[src/hdl/lxd_pkg.sv]
// Shared types and constants for the length/XOR packet deframer.
// Used by lxd_frame, lxd_skid and length_xor_packet_deframer_top; no dependencies.
package lxd_pkg;

    // Byte width of the received stream
    localparam int unsigned BYTE_W = 8;

    // Reset value of the maximum length register
    localparam logic [BYTE_W-1:0] MAX_LENGTH_RESET = 8'd64;

    // Status codes carried with each result word
    typedef enum logic [2:0] {
        ST_BUSY     = 3'd0,
        ST_GOOD     = 3'd1,
        ST_BAD      = 3'd2,
        ST_EMPTY    = 3'd3,
        ST_OVERSIZE = 3'd4
    } status_t;

    // One result word
    typedef struct packed {
        logic [BYTE_W-1:0] data_byte;
        logic [BYTE_W-1:0] byte_index;
        logic              last;
        status_t           status;
        logic [BYTE_W-1:0] packet_length;
    } result_t;

endpackage

[src/hdl/length_xor_packet_deframer_top.sv]
// A word that yields a result reaches the m_ side through the output entry, or via the skid entry if it is full.
// Throughput: one word per cycle; s_tready drops only when both output entries hold
// results not yet taken. Header words of accepted length yield no result.
// Reset: synchronous active-low aresetn; waits for a length, max_length returns to 64.
// Top level of the length/XOR packet deframer; depends on lxd_pkg, lxd_frame, lxd_skid.
module length_xor_packet_deframer_top (
    input  logic        aclk,
    input  logic        aresetn,
    // Received byte stream
    input  logic        s_tvalid,
    output logic        s_tready,
    input  logic [7:0]  s_tdata,   // [7:0] rx_byte
    // Result stream
    output logic        m_tvalid,
    input  logic        m_tready,
    output logic [23:0] m_tdata,   // [7:0] data_byte, [15:8] byte_index, [23:16] packet_length
    output logic        m_tlast,
    output logic [2:0]  m_tuser,   // [2:0] status
    // Configuration write channel
    input  logic        cfg_valid,
    output logic        cfg_ready,
    input  logic [7:0]  cfg_data   // [7:0] max_length
);

    logic             in_accept;
    logic             res_valid;
    lxd_pkg::result_t res;
    lxd_pkg::result_t out_res;

    // Handshakes.
    assign in_accept = s_tvalid && s_tready;
    assign cfg_ready = 1'b1;

    // Deframing state and result logic.
    lxd_frame u_frame (
        .aclk      (aclk),
        .aresetn   (aresetn),
        .in_accept (in_accept),
        .rx_byte   (s_tdata),
        .cfg_we    (cfg_valid),
        .cfg_data  (cfg_data),
        .res_valid (res_valid),
        .res       (res)
    );

    // Output register and skid stage.
    lxd_skid u_skid (
        .aclk      (aclk),
        .aresetn   (aresetn),
        .in_valid  (res_valid),
        .in_data   (res),
        .in_ready  (s_tready),
        .out_valid (m_tvalid),
        .out_data  (out_res),
        .out_ready (m_tready)
    );

    // Pack the result word onto the stream ports.
    assign m_tdata = {out_res.packet_length, out_res.byte_index, out_res.data_byte};
    assign m_tlast = out_res.last;
    assign m_tuser = out_res.status;

endmodule

[src/hdl/lxd_frame.sv]
// Deframing state and per-word result logic, plus the max_length register.
// Depends on lxd_pkg.
module lxd_frame (
    input  logic                           aclk,
    input  logic                           aresetn,
    input  logic                           in_accept,
    input  logic [lxd_pkg::BYTE_W-1:0]     rx_byte,
    input  logic                           cfg_we,
    input  logic [lxd_pkg::BYTE_W-1:0]     cfg_data,
    output logic                           res_valid,
    output lxd_pkg::result_t               res
);

    logic [lxd_pkg::BYTE_W-1:0] max_length_reg;
    logic                       in_packet_reg, in_packet_next;
    logic [lxd_pkg::BYTE_W-1:0] expected_reg, expected_next;
    logic [lxd_pkg::BYTE_W-1:0] count_reg, count_next;
    logic [lxd_pkg::BYTE_W-1:0] xor_reg, xor_next;

    logic                       oversize;
    logic [lxd_pkg::BYTE_W-1:0] count_inc;
    logic [lxd_pkg::BYTE_W-1:0] xor_upd;
    logic                       closing;

    // Configuration register. It is checked only on header words, so a packet
    // that is already open runs to its end after a change.
    always_ff @(posedge aclk) begin
        if (!aresetn) begin
            max_length_reg <= lxd_pkg::MAX_LENGTH_RESET;
        end else if (cfg_we) begin
            max_length_reg <= cfg_data;
        end
    end

    // Header check and body arithmetic. The count cannot wrap because a
    // packet closes as soon as the count reaches the length.
    assign oversize  = rx_byte > max_length_reg;
    assign count_inc = count_reg + 8'd1;
    assign xor_upd   = xor_reg ^ rx_byte;
    assign closing   = count_inc >= expected_reg;

    // Next state and result word.
    always_comb begin
        in_packet_next = in_packet_reg;
        expected_next  = expected_reg;
        count_next     = count_reg;
        xor_next       = xor_reg;
        res_valid      = 1'b0;
        res.data_byte     = rx_byte;
        res.byte_index    = count_reg;
        res.last          = 1'b0;
        res.status        = lxd_pkg::ST_BUSY;
        res.packet_length = expected_reg;

        if (!in_packet_reg) begin
            // Header word: either rejected as oversize or opens a packet.
            res.data_byte     = '0;
            res.byte_index    = '0;
            res.last          = 1'b1;
            res.status        = lxd_pkg::ST_OVERSIZE;
            res.packet_length = rx_byte;
            if (in_accept) begin
                expected_next = rx_byte;
                if (oversize) begin
                    res_valid = 1'b1;
                end else begin
                    in_packet_next = 1'b1;
                    count_next     = '0;
                    xor_next       = '0;
                end
            end
        end else begin
            // Body word: pass through, accumulate, close on the final word.
            res_valid = in_accept;
            if (closing) begin
                res.last = 1'b1;
                if (expected_reg == '0) begin
                    res.status = lxd_pkg::ST_EMPTY;
                end else if (xor_upd == '0) begin
                    res.status = lxd_pkg::ST_GOOD;
                end else begin
                    res.status = lxd_pkg::ST_BAD;
                end
            end
            if (in_accept) begin
                count_next = count_inc;
                xor_next   = xor_upd;
                if (closing) begin
                    in_packet_next = 1'b0;
                end
            end
        end
    end

    // Deframing state registers.
    always_ff @(posedge aclk) begin
        if (!aresetn) begin
            in_packet_reg <= 1'b0;
            expected_reg  <= '0;
            count_reg     <= '0;
            xor_reg       <= '0;
        end else begin
            in_packet_reg <= in_packet_next;
            expected_reg  <= expected_next;
            count_reg     <= count_next;
            xor_reg       <= xor_next;
        end
    end

    // An open packet with a nonzero length never has counted all its words.
    a_count_below_length: assert property (@(posedge aclk) disable iff (!aresetn)
        (in_packet_reg && expected_reg != '0) |-> (count_reg < expected_reg))
        else $error("byte count reached length inside an open packet");

    // A rejected header leaves the block waiting for a new length.
    a_oversize_stays_idle: assert property (@(posedge aclk) disable iff (!aresetn)
        (in_accept && !in_packet_reg && oversize) |=> !in_packet_reg)
        else $error("oversize header opened a packet");

    // Every accepted body word yields a result word.
    a_body_gives_result: assert property (@(posedge aclk) disable iff (!aresetn)
        (in_accept && in_packet_reg) |-> res_valid)
        else $error("body word produced no result");

endmodule

[src/hdl/lxd_skid.sv]
// Two-entry output register with skid stage for result words.
// Depends on lxd_pkg.
module lxd_skid (
    input  logic              aclk,
    input  logic              aresetn,
    input  logic              in_valid,
    input  lxd_pkg::result_t  in_data,
    output logic              in_ready,
    output logic              out_valid,
    output lxd_pkg::result_t  out_data,
    input  logic              out_ready
);

    logic             out_valid_reg, out_valid_next;
    logic             skid_valid_reg, skid_valid_next;
    lxd_pkg::result_t out_data_reg, out_data_next;
    lxd_pkg::result_t skid_data_reg, skid_data_next;
    logic             out_take;

    // Space is guaranteed whenever the skid entry is empty.
    assign in_ready  = !skid_valid_reg;
    assign out_valid = out_valid_reg;
    assign out_data  = out_data_reg;
    assign out_take  = out_valid_reg && out_ready;

    // Entry movement.
    always_comb begin
        out_valid_next  = out_valid_reg;
        skid_valid_next = skid_valid_reg;
        out_data_next   = out_data_reg;
        skid_data_next  = skid_data_reg;
        if (skid_valid_reg) begin
            if (out_take) begin
                out_data_next   = skid_data_reg;
                skid_valid_next = 1'b0;
            end
        end else if (in_valid) begin
            if (!out_valid_reg || out_take) begin
                out_data_next  = in_data;
                out_valid_next = 1'b1;
            end else begin
                skid_data_next  = in_data;
                skid_valid_next = 1'b1;
            end
        end else if (out_take) begin
            out_valid_next = 1'b0;
        end
    end

    // Valid flags are reset; payload is not.
    always_ff @(posedge aclk) begin
        if (!aresetn) begin
            out_valid_reg  <= 1'b0;
            skid_valid_reg <= 1'b0;
        end else begin
            out_valid_reg  <= out_valid_next;
            skid_valid_reg <= skid_valid_next;
        end
    end

    always_ff @(posedge aclk) begin
        out_data_reg  <= out_data_next;
        skid_data_reg <= skid_data_next;
    end

    // The skid entry only fills behind an occupied output entry.
    a_skid_behind_out: assert property (@(posedge aclk) disable iff (!aresetn)
        skid_valid_reg |-> out_valid_reg)
        else $error("skid entry valid with empty output entry");

endmodule
[config.mk]
export PLATFORM = sky130hd
export DESIGN_NAME = length_xor_packet_deframer_top
export DESIGN_NICKNAME = d
export VERILOG_FILES = /design/src/hdl/lxd_pkg.sv /design/src/hdl/length_xor_packet_deframer_top.sv /design/src/hdl/lxd_frame.sv /design/src/hdl/lxd_skid.sv
export SDC_FILE = /design/constraint.sdc
export NUM_CORES = 1
export LEC_CHECK = 0
export ABC_AREA = 1
export BUFFER_PORTS_ARGS = -buffer_cell sky130_fd_sc_hd__buf_2
export CORE_MARGIN = 8
export CORE_UTILIZATION = 35
export DETAILED_ROUTE_END_ITERATION = 12
export PLACE_DENSITY = 0.51
export SYNTH_ARGS = -nofsm -noshare
export SYNTH_HDL_FRONTEND = slang
export SYNTH_HIERARCHICAL = 1
export SYNTH_SLANG_ARGS = --single-unit
[constraint.sdc]
create_clock -name aclk -period 8.4 [get_ports aclk]
set_input_delay 2.1 -clock aclk [delete_from_list [all_inputs] [get_ports aclk]]
set_output_delay 2.1 -clock aclk [all_outputs]
set_load 0.01 [all_outputs]
Yosys cells after proc, flatten, opt, wreduce, memory -nomap -nowiden

Index checks and enable logic that the tools add are counted.

Bits in registers: 91
Output and inout port bits: 31
Input bits: 21

Bitwise gates (word level): 4
Eq/ne operators: 3
Order comparisons: 2
Reduce and logical (&&, ||, !) cells: 15
Multiplexer cells: 31
Add/sub/neg operators: 1

Operator list:

| operator                                       | number |
|---|---|
| two-way mux 28 bit                             | 4 |
| two-way mux 8 bit                              | 7 |
| zero test 8 bit                                | 2 |
| two-way mux 16 bit                             | 1 |
| two-way mux 1 bit                              | 15 |
| AND reduction 3 bit                            | 3 |
| adder 8 x 1 -> 8 bit (second input constant)   | 1 |
| >= comparator 8 bit                            | 1 |
| greater-than comparator 8 bit                  | 1 |
| two-way mux 4 bit                              | 2 |
| XOR 8 bit                                      | 1 |
| nonzero test 2 bit                             | 3 |
| != test 2 x 1 -> 1 bit (second input constant) | 2 |
| AND reduction 2 bit                            | 2 |
| two-way mux 3 bit                              | 1 |
| inverter 1 bit                                 | 3 |
| logical AND 1 bit                              | 2 |
| zero test 1 bit                                | 2 |
| two-way mux 2 bit                              | 1 |
| != test 2 bit (second input constant)          | 1 |
| logical OR 1 bit                               | 1 |

Logic depth before layout (Yosys ltp)

Word-level depth: 9
Mapped depth: 15

By module

Netlist, hierarchy kept.

Modules (own cells, without submodules):

| module                         | seq. area each (µm²) | cells an instance | instances | area each (µm²) |
|---|---|---|---|---|
| lxd_skid                       | 1721.7               | 167               | 1         | 2145.8 |
| lxd_frame                      | 660.6                | 303               | 1         | 2038.2 |
| length_xor_packet_deframer_top | 0.0                  | 4                 | 1         | 18.8 |

Worst setup path before layout

No wires, ideal clock.

Path type: input to register
Start point: input port s_tdata[7]
End point: register u_skid/skid_data_reg[0] (netlist name), enable pin
Setup time: 448 ps
Data arrival time: 4931 ps
Cell stages on the path: 9
Required time: 7952 ps
Setup slack: 3020 ps
Cells stage by stage: ha_1 > nand2_1 > nor2_1 > nand2_1 > nand2_1 > nand2_1 > a21oi_1 > inv_1 > nor3_1

Longest elaborated chain between the ends: 5

RTL lines:

| element                              | RTL line                             | text |
|---|---|---|
| start: declaration                   | length_xor_packet_deframer_top.sv:12 | `input logic [7:0] s_tdata,` |
| greater-than comparator 8 bit        | lxd_frame.sv:37                      | `assign oversize = rx_byte > max_length_reg;` |
| two-way mux 1 bit                    | lxd_frame.sv:64                      | `if (oversize) begin` |
| two-way mux 1 bit                    | lxd_frame.sv:62                      | `if (in_accept) begin` |
| two-way mux 1 bit                    | lxd_frame.sv:55                      | `if (!in_packet_reg) begin` |
| net res_valid                        | length_xor_packet_deframer_top.sv:26 | `logic res_valid;` |
| AND reduction 3 bit (no source line) | n/a                                  |  |
| end signal: assignment               | lxd_skid.sv:63                       | `skid_data_reg <= skid_data_next;` |
| end: declaration                     | lxd_skid.sv:17                       | `lxd_pkg::result_t skid_data_reg, skid_data_next;` |

The timed path passes the listed nets, and every way through them passes these cells.
A chain may end at the register's enable or synchronous reset.

Final worst setup path

Start point: input port s_tdata[7]
End point: register u_skid/skid_data_reg[13] (netlist name), enable pin

Same word-level chain as after synthesis.

==> metrics.md <==
| Metric | Value |
|---|---|
| Status | `finished clean` |
| Horiz. Die Dim | `126 um` |
| Initial antenna violation count | `0` |
| Core Area | `11900 sq um` |
| Max cap viols | `0` |
| Routability congestion estimate | `0.833` |
| Diodes inserted | `0` |
| Gate Count Post-Synth | `474` |
| CTS tree | `yes` |
| Vias | `3083` |
| Critical Path Sink Type | `flop` |
| Setup TNS Final | `0 ns` |
| Initial Util | `35.4%` |
| Primary FF master, synth | `edfxtp_1` |
| Hold path start | `u_frame/max_length_reg[3]` |
| CTS Buf Count | `9` |
| Critical Path AT | `4.11 ns` |
| Vert. Die Dim | `126 um` |
| Hold WC Path Type | `reg -> reg` |
| Setup violations, final | `0` |
| IO Port Bufs | `50` |
| Worst-margin pin slew | `0.856 ns` |
| # Post-CTS Setup Buffers | `0` |
| Critical Path RT | `8.41 ns` |
| Post-Place Cells | `657` |
| CTS Buffer Depth | `2` |
| Layout Area Growth over Synthesis | `15.1%` |
| # IOs | `52` |
| Fmax | `244 MHz` |
| Register area | `2380 sq um` |
| Critical path class | `in -> reg` |
| Flops & latches, synth | `91` |
| Area of the multi-input gates | `1500 sq um` |
| Slew margin rel. | `42.9%` |
| Final ANT Viol Nets | `0` |
| Detailed placement HPWL | `7030 um` |
| Final Hold Vio Count | `0` |
| Fin crit share | `48.7%` |
| RSZ-0062 raised after global routing | `false` |
| Worst clock skew | `0.00783 ns` |
| Syn nets | `512` |
| Synthesized area | `4200 sq um` |
| Pin count of the biggest net entering global routing | `32` |
| Share of layout cells above drive strength 1 | `14.8%` |
| Clock Pin Slew Worst Setup and Hold Paths | `0.06 ns` |
| Number of synthesized flops with an enable pin | `56` |
| Asr flop ratio synth | `0%` |
| Finished Layout Cells | `673` |
| PwrDens | `210 nW/um^2` |
| Synth warn | `6` |
| CTS root buf | `clkbuf_16` |
| Post-CTS Resized | `0` |
| Sequential area share after synthesis | `56.7%` |
| R2r startpoint | `u_frame/in_packet_reg` |
| Top cells by area, synth | `edfxtp_1 40%, dfxtp_1 17%, nand2_1 15%` |
| Critical Path Source | `s_tdata[7]` |
| # DRC | `0` |
| Synth area leader | `edfxtp_1` |
| Synth cell types | `30` |
| Yosys top cell area share | `40.0%` |
| Final #Nets | `559` |
| Max Fanout on Critical Path | `23` |
| CP startpoint kind | `input port` |
| Die ar. | `15800 sq um` |
| GRT Util Overall | `12.7%` |
| Layout fillers | `1218` |
| Clock sinks | `91` |
| Vias in the first global route | `2978` |
| WL/cell | `14.2 um` |
| Drt first pass iters | `4` |
| Tmin final | `4.09 ns` |
| Max Slew Vio Count | `0` |
| Drt via density | `4.58` |
| Final WL | `9590 um` |
| # H-tree levels | `3` |
| First-pass GRT wire length | `15700 um` |
| FP Rows | `40` |
| Syn Area/Cell | `8.87 sq um` |
| Hold_buf cts | `0` |
| Leak Pwr | `2.26 nW` |
| Clk_lat worst skew | `0.34 ns` |
| GR Overflow Total | `0` |
| Worst VDD drop | `0.000109 V` |
| Drt initial violations | `221` |
==> critical path, cell delays in order <==
cell and delay (ns):
buf_2 0.13, ha_1 0.30, nand2_1 0.07, nor2_1 0.15, nand2_1 0.07, nand2_1 0.08
nand2_1 0.07, a21oi_1 0.19, inv_1 0.11, nor3_2 0.42, buf_4 0.39
==> kinds of logic (layout without fill, tap and decap cells) <==
kind of cell | count (synthesis) | in the layout | share of synthesized area [%]
simple gates | 204 | 204 | 19.6
flops | 91 | 91 | 56.7
buf+inv | 82 | 134 | 7.80
compound gates | 66 | 66 | 8.07
fa+ha+maj | 17 | 17 | 5.06
xor+xnor | 13 | 13 | 2.71
other cells | 1 | 1 | 0.0892
==> cells in the final DEF (no fill, tap or decap), drive strengths merged, types with 2 or more instances in the layout <==
cell type  netlist  layout
nand2          168     168
inv             64      64
edfxtp          56      56
buf             10      53
a21oi           38      38
dfxtp           35      35
o21ai           26      26
ha              17      17
nor2            13      13
clkbuf           7      13
xor2             9       9
nand3            8       8
nor3             5       5
xnor2            4       4
clkinv           1       4
or2              4       4
nand4            2       2
nor4             2       2
==> final cells by class <==
class | instances | area share, %
Inverter | 65 | 5.04
Sequential cell | 91 | 49.2
Tap cell | 147 | 3.80
Multi-Input combinational cell | 301 | 31.0
Clock inverter | 3 | 0.310
Clock buffer | 13 | 4.97
Timing Repair Buffer | 53 | 5.64
==> power breakdown <==
group | internal, mW | switching (mW) | leakage (nW)
registers | 0.509 | 0.0129 | 0.822
logic | 0.0424 | 0.0907 | 1.31
clock network | 0.199 | 0.159 | 0.127
total | 0.751 | 0.263 | 2.26
==> synth_stat cells, types with 2 or more instances <==
cell	instances
nor2_1	13
inv_2	3
buf_4	3
nor4_1	2
ha_1	17
edfxtp_1	56
nor3_1	5
xor2_1	9
nand2_1	166
buf_2	7
or2_2	3
clkbuf_1	7
a21oi_1	37
o21ai_0	25
dfxtp_1	35
inv_1	61
xnor2_1	4
nand3_1	7
nand2_2	2
nand4_1	2
==> per-layer routing <==
metal	routed length (um)	global-route usage [%]	share of wire, %	vias up
met4	155	4.94	1.6	0
li1	-	-	-	1607
met1	4770	17.1	50	1396
met5	0	0	0	-
met2	4080	18.4	43	70
met3	589	4.04	6.1	10
==> final timing paths <==
| path | depth (start not counted) | slack [ns] | end |
|---|---|---|---|
| worst max-delay path | 11 | 4.31 | u_skid/skid_data_reg[13] |
| worst min-delay path | 2 | 0.47 | u_frame/max_length_reg[3] |
| worst max register to register | 5 | 5.64 | u_skid/skid_data_reg[13] |
| worst min register to register | 2 | 0.47 | u_frame/max_length_reg[3] |
==> metrics by stage <==
step | worst slack [ns] | utilization [%] | power, mW | area (sq um) | hold WS [ns]
floorplan | 3.02 | - | 0.615 | 4200 | 0.437
global placement | 4.04 | 38.6 | 0.667 | 4580 | 0.466
detailed placement | 3.97 | 38.6 | 0.668 | 4580 | 0.466
CTS | 4.33 | 40.8 | 1.03 | 4840 | 0.475
global route | 4.09 | 40.8 | 1.07 | 4840 | 0.497
finish | 4.31 | 40.8 | 1.01 | 4840 | 0.470
(Power assumes the default switching activity.)
